===== src/design/strongly_connected_components_core_macros.svh =====
// assertion macros for the strongly connected components core
// used by strongly_connected_components_core.sv; needs clk and rst_n in scope
`ifndef STRONGLY_CONNECTED_COMPONENTS_CORE_MACROS_SVH
`define STRONGLY_CONNECTED_COMPONENTS_CORE_MACROS_SVH
`ifndef SYNTH
`define SCC_ASSERT(lbl, prop, msg) \
  lbl: assert property (@(posedge clk) disable iff (!rst_n) prop) else $error(msg);
`define SCC_ASSERT_ALWAYS(lbl, prop, msg) \
  lbl: assert property (@(posedge clk) prop) else $error(msg);
`else
`define SCC_ASSERT(lbl, prop, msg)
`define SCC_ASSERT_ALWAYS(lbl, prop, msg)
`endif
`endif


===== src/design/scc_pkg.sv =====
// types and constants for the strongly connected components core
// no dependencies
package scc_pkg;

  localparam int NODE_W = 6;
  localparam int CFG_W  = 7;
  localparam logic [CFG_W-1:0] CFG_RESET = 7'd64;

  typedef struct packed {
    logic              kind;
    logic [NODE_W-1:0] edge_from;
    logic [NODE_W-1:0] edge_to;
  } scc_in_t;

  typedef struct packed {
    logic [NODE_W-1:0] node_id;
    logic [NODE_W-1:0] component_index;
    logic              last_in_component;
    logic              last_of_run;
    logic              edges_dropped;
  } scc_out_t;

  typedef enum logic [3:0] {
    ST_IDLE, ST_F_ROOT, ST_F_RD, ST_F_CHK, ST_F_POP,
    ST_R_FIN, ST_R_FWAIT, ST_R_RD, ST_R_CHK, ST_R_DEC, ST_R_POP, ST_DONE
  } state_t;

  typedef struct packed {
    logic append;
    logic start_run;
    logic f_root;
    logic f_rd;
    logic f_chk;
    logic f_finish;
    logic pop_rd;
    logic load_top;
    logic r_init;
    logic fin_rd;
    logic r_start;
    logic r_rd;
    logic r_chk;
    logic r_take;
    logic comp_end;
    logic run_end;
  } scc_cmd_t;

  typedef struct packed {
    logic root_done;
    logic root_vis;
    logic cur_end;
    logic sp_zero;
    logic fin_zero;
    logic start_vis;
    logic j_end;
    logic found;
  } scc_stat_t;

endpackage


===== src/design/scc_ctrl.sv =====
// controller state machine for the strongly connected components core
// depends on scc_pkg
module scc_ctrl (
  input  logic               clk,
  input  logic               rst_n,
  input  logic               start,
  input  logic               kind,
  input  scc_pkg::scc_stat_t stat,
  output scc_pkg::scc_cmd_t  cmd,
  output logic               busy
);
  scc_pkg::state_t state_r, state_nxt;

  always_ff @(posedge clk) begin
    if (!rst_n) begin
      state_r <= scc_pkg::ST_IDLE;
    end else begin
      state_r <= state_nxt;
    end
  end

  always_comb begin
    cmd       = '0;
    state_nxt = state_r;
    unique case (state_r)
      scc_pkg::ST_IDLE: begin
        if (start) begin
          if (kind) begin
            cmd.start_run = 1'b1;
            state_nxt     = scc_pkg::ST_F_ROOT;
          end else begin
            cmd.append = 1'b1;
          end
        end
      end
      scc_pkg::ST_F_ROOT: begin
        if (stat.root_done) begin
          cmd.r_init = 1'b1;
          state_nxt  = scc_pkg::ST_R_FIN;
        end else begin
          cmd.f_root = 1'b1;
          if (!stat.root_vis) state_nxt = scc_pkg::ST_F_RD;
        end
      end
      scc_pkg::ST_F_RD: begin
        if (stat.cur_end) begin
          cmd.f_finish = 1'b1;
          if (stat.sp_zero) begin
            state_nxt = scc_pkg::ST_F_ROOT;
          end else begin
            cmd.pop_rd = 1'b1;
            state_nxt  = scc_pkg::ST_F_POP;
          end
        end else begin
          cmd.f_rd  = 1'b1;
          state_nxt = scc_pkg::ST_F_CHK;
        end
      end
      scc_pkg::ST_F_CHK: begin
        cmd.f_chk = 1'b1;
        state_nxt = scc_pkg::ST_F_RD;
      end
      scc_pkg::ST_F_POP: begin
        cmd.load_top = 1'b1;
        state_nxt    = scc_pkg::ST_F_RD;
      end
      scc_pkg::ST_R_FIN: begin
        if (stat.fin_zero) begin
          state_nxt = scc_pkg::ST_DONE;
        end else begin
          cmd.fin_rd = 1'b1;
          state_nxt  = scc_pkg::ST_R_FWAIT;
        end
      end
      scc_pkg::ST_R_FWAIT: begin
        if (stat.start_vis) begin
          state_nxt = scc_pkg::ST_R_FIN;
        end else begin
          cmd.r_start = 1'b1;
          state_nxt   = scc_pkg::ST_R_RD;
        end
      end
      scc_pkg::ST_R_RD: begin
        if (stat.j_end) begin
          state_nxt = scc_pkg::ST_R_DEC;
        end else begin
          cmd.r_rd  = 1'b1;
          state_nxt = scc_pkg::ST_R_CHK;
        end
      end
      scc_pkg::ST_R_CHK: begin
        cmd.r_chk = 1'b1;
        state_nxt = scc_pkg::ST_R_RD;
      end
      scc_pkg::ST_R_DEC: begin
        if (stat.found) begin
          cmd.r_take = 1'b1;
          state_nxt  = scc_pkg::ST_R_RD;
        end else if (stat.sp_zero) begin
          cmd.comp_end = 1'b1;
          state_nxt    = scc_pkg::ST_R_FIN;
        end else begin
          cmd.pop_rd = 1'b1;
          state_nxt  = scc_pkg::ST_R_POP;
        end
      end
      scc_pkg::ST_R_POP: begin
        cmd.load_top = 1'b1;
        state_nxt    = scc_pkg::ST_R_RD;
      end
      scc_pkg::ST_DONE: begin
        cmd.run_end = 1'b1;
        state_nxt   = scc_pkg::ST_IDLE;
      end
      default: state_nxt = scc_pkg::ST_IDLE;
    endcase
  end

  assign busy = (state_r != scc_pkg::ST_IDLE);
endmodule


===== config.mk =====
export PLATFORM = sky130hd
export DESIGN_NAME = scc_ctrl
export DESIGN_NICKNAME = d
export VERILOG_FILES = /design/src/design/strongly_connected_components_core_macros.svh /design/src/design/scc_pkg.sv /design/src/design/scc_ctrl.sv
export SDC_FILE = /design/constraint.sdc
export NUM_CORES = 1
export LEC_CHECK = 0
export ABC_CLOCK_PERIOD_IN_PS = 2350
export BUFFER_PORTS_ARGS = -buffer_cell sky130_fd_sc_hd__buf_2
export CORE_AREA = 5 5 42 44
export DETAILED_ROUTE_END_ITERATION = 8
export DIE_AREA = 0 0 47 49
export PLACE_DENSITY_LB_ADDON = 0.15
export SETUP_SLACK_MARGIN = 0.5
export SLEW_MARGIN = 40
export SYNTH_ARGS = -nofsm -noshare
export SYNTH_HDL_FRONTEND = slang
export SYNTH_SLANG_ARGS = --single-unit

===== constraint.sdc =====
create_clock -name clk -period 2.35 [get_ports clk]
set_clock_uncertainty 0.1 [all_clocks]
set_input_delay 0 -clock clk [delete_from_list [all_inputs] [get_ports clk]]
set_output_delay 0 -clock clk [all_outputs]
set_load 0.005 [all_outputs]

==> qor.yml, run 1 <==
p_leak_uw: 0.000351
rows: 14
die_area_mm2: 0.00230
grt-ovfl-total: 0
fmax_mhz: 585
nets: 122
core_mm2: 0.00140
root_buffer: "clkbuf_4"
power_density_mw_per_mm2: 438
cp_data_arrival_time_ps: 1710
post-route-drc-count: 0
setup_tns_ps: 0
synth_seq_area_share_pct: 15.5
multi_input_area_um2: 393
numCtsBuffers: 3
rsz0062_at_grt: "false"
fp.dieW_um: 47
synth_edf_count: 0
critPathLaunchType: "flop"
htree_levels: 1
io_buffers: 28
vias: 672
totalWireLength_mm: 1.55
synthCells: 81
ys_async_sr_fraction_pct: 0
largest_reg_flops: 4
ys.warnings.count: 0
antenna_left: 0
seqCellArea_um2: 83.8
cts.sink_count: 4
antenna_cells: 0
fp.dieH_um: 49
drt-initial-drc-count: 16
period_minus_slack_ps: 1710
netlist_top_cells_count: "nor3_1 (10), nor2_1 (9), a21oi_1 (7), nand2_1 (7), nand2b_1 (7)"
drt_first_pass_iters: 4
clk_latency_ps: 230
syn-cell-area_um2: 518
cp_cell_sequence: "nor3b_1 > nor4_1 > a2111oi_1 > nor2b_1"
clk_pin_slew_ps: 40
drv_cap: 0
fin_crit_sh_pct: 72.8
slowest_stage: "dfxtp_2"
synthDistinctLibCells: 29
finalHoldViolCount: 0
rrSetupSlack_ps: 640
ioPinCount: 29
synth_seq_cells: 4
grt_max_degree: 20
cts_setup_buffers: 0
top_regs: "state_r (4)"
required_ps: 2350
yosysTopAreaCell: "dfxtp_1"
nFillCells: 169
worst_pin_slew_ps: 561
initial_utilization_pct: 37.0
clock_path_buffers: 2
crit_type: "flop to flop"
worst_slack_ps: 639
hpwl_mm: 1.15
hold_slack_ps: 72.8
critPathMaxStageDelay_ps: 510
dp_slack_ps: 363
drive_gt1_share_pct: 35.2
vdd_drop_max_uv: 307
routedWlPerCell_um: 12.5
grt_pass1_vias: 598
place.gp.congestion: 0.765
viasPerCell: 5.42
synth_most_common_cell: "nor3_1"
regMostFlops: "state_r"
grt_pass1_wl_mm: 2.53
hold_path.class: "primary input to flop"
grt_use_total_pct: 13.9
avgSynthCellArea_um2: 6.40
cp-end-kind: "flop"
maxSlewHeadroom_pct: 62.3
setup_viol: 0
yosys_most_used_dff: "dfxtp_1"
status: "complete, no violations"
synthTopCellsByArea: "dfxtp_1 (15%), nor3_1 (9.7%), nand2b_1 (8.5%)"
antenna_found_initial: 0
synthToLayoutAreaGrowth_pct: 33.6
yosysTopAreaCellShare_pct: 15.5
slew_viol_final: 0
cts_tree: "done"
synthesis.nets: 93
path_max_fanout: 19
## cell usage in the layout, fill, tap and decap left out, types with 2 or more instances in the layout
cell type  instances
buf_2             28
dfxtp_2            3
inv_1              4
a21oi_1            7
nor2b_1            5
nor4_1             3
nand2b_1           7
nand2_1            7
nor3_1            10
and3_1             2
clkbuf_4           3
nor3b_1            2
nor2_1             9
## worst max-delay path, delay by kind of cell, from the launching register on
kind             cells  cell delay (ps)
flip-flops           1              510
AND/OR/NAND/NOR      3              490
AO/OA/AOI/OAI        1              460
## through the flow
step	instance area, um^2	power [uW]	utilization (%)	cells
global placement	654	214	46.7	120
floorplan	518	172	-	81
detailed placement	654	216	46.7	120
CTS	689	305	49.2	124
finish	692	303	49.4	124
global route	692	335	49.4	124
## report_power, final
part           switching, uW  internal [uW]
logic                   61.6           60.9
clock network           27.6           57.1
registers               20.5           75.3
## timing repair
action,CTS,global route
hold buffers,1,0
endpoints found under the hold margin,4,0
gates resized for setup,2,2
endpoints found under the setup margin,1,5
## metal layers
layer | part of all wire [%] | GRT usage (%) | up-vias
li1 | - | - | 346
met1 | 45 | 20.4 | 298
met2 | 46 | 20.6 | 28
met3 | 8.6 | 1.48 | 0
met4 | 0 | 4.15 | 0
met5 | 0 | 0 | -
## final cells by class
| cell class | count | area share, % |
|---|---|---|
| multi-input combinational | 67 | 56.8 |
| timing repair buffer | 30 | 22.8 |
| sequential | 4 | 12.1 |
| clock buffer | 3 | 3.25 |
| tap | 16 | 2.89 |
| inverter | 4 | 2.17 |
## final timing paths
path | from | to | depth (start not counted)
max | state_r[3]$_SDFFE_PN0P_ | state_r[2]$_SDFFE_PN0P_ | 4
min | kind | state_r[0]$_SDFFE_PN0P_ | 5
max reg2reg | state_r[3]$_SDFFE_PN0P_ | state_r[2]$_SDFFE_PN0P_ | 4
min reg2reg | state_r[0]$_SDFFE_PN0P_ | state_r[3]$_SDFFE_PN0P_ | 1
## logic make-up after synthesis
family	count (synthesis)	share of synthesized area, %
and+or+nand+nor	51	55.3
AOI/OAI and AO/OA	16	20.3
buffers and inverters	10	8.93
DFF	4	15.5
(Power assumes the default switching activity.)
==> inputs of run 2 (changes only) <==
--- a/config.mk
+++ b/config.mk
@@ -5,7 +5,7 @@
 export SDC_FILE = /design/constraint.sdc
 export NUM_CORES = 1
 export LEC_CHECK = 0
-export ABC_CLOCK_PERIOD_IN_PS = 2350
+export ABC_CLOCK_PERIOD_IN_PS = 1700
 export BUFFER_PORTS_ARGS = -buffer_cell sky130_fd_sc_hd__buf_2
 export CORE_AREA = 5 5 42 44
 export DETAILED_ROUTE_END_ITERATION = 8
==> constraint.sdc (replaced) <==
create_clock -name clk -period 1.7 [get_ports clk]
set_clock_uncertainty 0.1 [all_clocks]
set_input_delay 0 -clock clk [delete_from_list [all_inputs] [get_ports clk]]
set_output_delay 0 -clock clk [all_outputs]
set_load 0.005 [all_outputs]
==> qor.yml, run 2 (synthesized netlist as in run 1, its figures left out) <==
status: "complete, no violations"
initial_utilization_pct: 37.0
worst_pin_slew_ps: 598
hpwl_mm: 1.32
maxSlewHeadroom_pct: 59.1
antenna_cells: 0
hold_start: "stat[4]"
setup_viol: 0
antenna_found_initial: 0
vias: 863
post-route-drc-count: 0
grt_max_degree: 8
p_leak_uw: 0.000551
reg2reg_depth: 5
crit_type: "flop to flop"
period_minus_slack_ps: 1610
nets: 146
numCtsBuffers: 3
drt-initial-drc-count: 8
rsz0062_at_grt: "true"
holdPathStages: 4
root_buffer: "clkbuf_4"
fp.dieH_um: 49
p_total_uw: 633
final_common_cell: "buf_2"
regMostFlops: "state_r"
clock_path_buffers: 2
antenna_left: 0
cp-end-kind: "flop"
clk_latency_ps: 250
io_buffers: 28
top_regs: "state_r (4)"
drt_first_pass_iters: 4
cts_tree: "done"
viasPerCell: 5.83
fp.dieW_um: 47
drv_cap: 0
die_area_mm2: 0.00230
fin_crit_sh_pct: 94.7
finalHoldViolCount: 0
critPathLaunchType: "flop"
r2r-start: "state_r[3]$_SDFFE_PN0P_"
rows: 14
grt_use_total_pct: 19.5
power_density_mw_per_mm2: 566
cts.sink_count: 4
grt_pass1_vias: 792
largest_reg_flops: 4
min_delay_worst_endpoint: "state_r[2]$_SDFFE_PN0P_"
fmax_mhz: 621
vdd_drop_max_uv: 599
clk_pin_slew_ps: 40
core_mm2: 0.00140
worstReg2RegEnd: "state_r[0]$_SDFFE_PN0P_"
routedWlPerCell_um: 17.2
place.gp.congestion: 0.839
setup_tns_ps: 0
cp_data_arrival_time_ps: 1690
totalWireLength_mm: 2.54
synthToLayoutAreaGrowth_pct: 116
htree_levels: 1
ioPinCount: 29
hold_path.class: "primary input to flop"
grt-ovfl-total: 0
required_ps: 1780
slew_viol_final: 0
grt_pass1_wl_mm: 3.40
rrSetupSlack_ps: 90
path_max_fanout: 3
final_cell_mix: "buf_2 (27), buf_6 (11), buf_4 (11)"
drive_gt1_share_pct: 64.4
run 2: how the worst max path moves through the flow:
stage,from,endpoint,depth (start not counted)
floorplan,state_r[3]$_SDFFE_PN0P_,state_r[1]$_SDFFE_PN0P_,5
global placement,state_r[2]$_SDFFE_PN0P_,state_r[2]$_SDFFE_PN0P_,5
detailed placement,state_r[2]$_SDFFE_PN0P_,state_r[2]$_SDFFE_PN0P_,5
CTS,state_r[1]$_SDFFE_PN0P_,state_r[1]$_SDFFE_PN0P_,4
global route,state_r[2]$_SDFFE_PN0P_,state_r[1]$_SDFFE_PN0P_,4
finish,state_r[3]$_SDFFE_PN0P_,state_r[0]$_SDFFE_PN0P_,5
run 2: area by class of cell:
cell class	instances	area, um^2
multi-input cells	67	543
repair buffers	54	427
fillers	92	284
flip-flops and latches	4	90.1
clock buffers	3	22.5
well taps	16	20.0
inverters	4	15.0
run 2: routing by layer:
metal  wire length, um  vias up  global-route usage [%]  share of wire (%)
met5                 0        -                       0                  0
met4               129        0                    6.91                5.1
met3               185       15                    4.43                7.3
met2              1310       40                    33.9                 51
met1               918      415                    21.9                 36
li1                  -      393                       -                  -
run 2: repair_timing:
item	in CTS	in global routing
resized for setup	32	17
hold buffers	1	0
setup buffers	9	4
pin swaps	2	9
setup endpoints to repair	21	21
endpoints found under the hold margin	4	0
run 2: power breakdown:
group	switching, uW	internal (uW)	leakage, uW
Combinational	174	213	0.000502
Sequential	16.6	103	0.0000349
Clock	46.8	79.4	0.0000138
run 2: stage by stage:
| step | std cells | instance area (um^2) | hold WS (ps) | setup WS (ps) | util, % |
|---|---|---|---|---|---|
| after floorplan | 81 | 526 | -68.9 | 232 | - |
| after global placement | 131 | 743 | 140 | 104 | 53.0 |
| after detailed placement | 131 | 743 | 150 | 122 | 53.0 |
| after CTS | 144 | 997 | 71.0 | 169 | 71.2 |
| after global routing | 148 | 1120 | 108 | 29.9 | 79.7 |
| final | 148 | 1120 | 76.8 | 90.1 | 79.7 |
run 2: worst max-delay path: stages, from the launching register on:
cell and delay (ps):
dfxtp_2 320, buf_6 110, or4b_4 550, nor3b_4 240, nor3_1 90, a21oi_2 130
==> inputs of run 3 (changes only) <==
--- a/config.mk
+++ b/config.mk
@@ -8,6 +8,7 @@
 export ABC_CLOCK_PERIOD_IN_PS = 1700
 export BUFFER_PORTS_ARGS = -buffer_cell sky130_fd_sc_hd__buf_2
 export CORE_AREA = 5 5 42 44
+export CTS_CLUSTER_DIAMETER = 120
 export DETAILED_ROUTE_END_ITERATION = 8
 export DIE_AREA = 0 0 47 49
 export PLACE_DENSITY_LB_ADDON = 0.15
==> constraint.sdc (replaced) <==
create_clock -name clk -period 1.7 [get_ports clk]
set_clock_uncertainty 0.1 [all_clocks]
set_input_delay 0.51 -clock clk [delete_from_list [all_inputs] [get_ports clk]]
set_output_delay 0.51 -clock clk [all_outputs]
set_load 0.005 [all_outputs]
==> qor.yml, run 3 (synthesized netlist as in run 1, its figures left out) <==
multi_input_area_um2: 589
synthToLayoutAreaGrowth_pct: 120
ioPinCount: 29
fmax_mhz: 512
drv_cap: 0
p_leak_uw: 0.000569
grt-ovfl-total: 0
clock_power_share_pct: 20.3
post-place-cells: 135
path_max_fanout: 4
drive_gt1_share_pct: 69.4
seqCellArea_um2: 95.1
hold_path.class: "primary input to flop"
rsz0062_at_grt: "true"
slew_viol_final: 0
crit_type: "flop to output pin"
worst_slack_ps: -252
required_ps: 1090
antenna_left: 0
initial_utilization_pct: 37.0
rows: 14
combPwrFrac_pct: 58.8
hold_start: "rst_n"
final_cell_mix: "buf_2 (28), buf_4 (15), buf_6 (13)"
nFillCells: 89
numCtsBuffers: 3
routedWlPerCell_um: 14.7
viasPerCell: 5.34
grt_pass1_vias: 758
place.gp.congestion: 0.818
setup_viol: 19
fin_cells: 150
core_mm2: 0.00140
clk_latency_ps: 230
fin_area_mm2: 0.00114
maxSlewHeadroom_pct: 66.9
r2r-start: "state_r[2]$_SDFFE_PN0P_"
cts_tree: "done"
cp_data_arrival_time_ps: 1340
status: "complete, but fails checks"
clock_path_buffers: 2
grt_max_degree: 16
critPathLaunchType: "flop"
root_buffer: "clkbuf_4"
cts.sink_count: 4
period_minus_slack_ps: 1950
vdd_drop_max_uv: 427
fp.dieW_um: 47
regMostFlops: "state_r"
power_density_mw_per_mm2: 516
fp.dieH_um: 49
htree_levels: 1
nets: 148
p_sw_share_pct: 37.5
largest_reg_flops: 4
io_buffers: 28
drt_first_pass_iters: 4
p_sw_uw: 221
ctsHoldBuffers: 0
placed_area_um2: 833
grt_use_total_pct: 20.1
startpoint: "state_r[2]$_SDFFE_PN0P_"
worst_pin_slew_ps: 484
clk_pin_slew_ps: 40
post-route-drc-count: 0
final_common_cell: "buf_2"
setup_tns_ps: -2340
grt_pass1_wl_mm: 3.45
vias: 801
intPower_uw: 368
top_regs: "state_r (4)"
totalWireLength_mm: 2.20
drt-initial-drc-count: 13
dp_slack_ps: -42.4
cp-end-kind: "output pin"
finalHoldViolCount: 0
antenna_cells: 0
violations: "setup timing"
hpwl_mm: 1.35
die_area_mm2: 0.00230
rrSetupSlack_ps: -60
fin_crit_sh_pct: 115
seqPwrFrac_pct: 20.9
antenna_found_initial: 0
postLayoutCoreUtil_pct: 81.4
-- run 3: changes by cell type in the layout (fill, tap and decap cells not counted), sizes merged --
| cell | before | now |
|---|---|---|
| dlygate4sd3 | 1 | 0 |
| buf | 53 | 56 |
-- run 3: power by group through the flow --
stage / logic [uW] / registers (uW) / clock network (uW)
floorplan: 158 / 114 / 0
global placement: 231 / 120 / 0
detailed placement: 235 / 119 / 0
CTS: 295 / 121 / 119
global route: 377 / 125 / 126
finish: 346 / 123 / 120
-- run 3: through the flow --
stage / hold WS, ps / total power, uW
final: 456 / 589
after global routing: 468 / 627
after CTS: 435 / 535
after detailed placement: 562 / 354
after global placement: 570 / 351
after floorplan: 532 / 272
-- run 3: worst paths after layout --
path / cells after the start / to
worst max-delay path: 3 / cmd[7]
worst min-delay path: 3 / state_r[0]$_SDFFE_PN0P_
worst max register to register: 6 / state_r[1]$_SDFFE_PN0P_
worst min register to register: 4 / state_r[0]$_SDFFE_PN0P_
-- run 3: routing by layer --
layer / wire length, um / track usage [%] / up-vias / part of all wire (%)
li1: - / - / 396 / -
met1: 871 / 25.0 / 378 / 40
met2: 1230 / 33.9 / 24 / 56
met3: 82 / 2.21 / 3 / 3.7
met4: 16 / 6.91 / 0 / 0.73
met5: 0 / 0 / - / 0
-- run 3: area by class of cell --
class                   count  share of cell area, %
multi-input cells          67                   51.6
inverters                   4                   1.32
flip-flops and latches      4                   8.33
well taps                  16                   1.75
clock buffers               3                   1.97
repair buffers             56                   35.0
-- run 3: what timing repair did --
action	in CTS	in global routing
setup endpoints to repair	21	21
pin swaps	7	12
gates resized for setup	30	14
buffers inserted	7	5
cloned	0	0
-- run 3: worst max-delay path, stage by stage (launching register included) --
cell,delay (ps)
dfxtp_4,350
or4b_4,560
nor2_2,90
buf_2,110
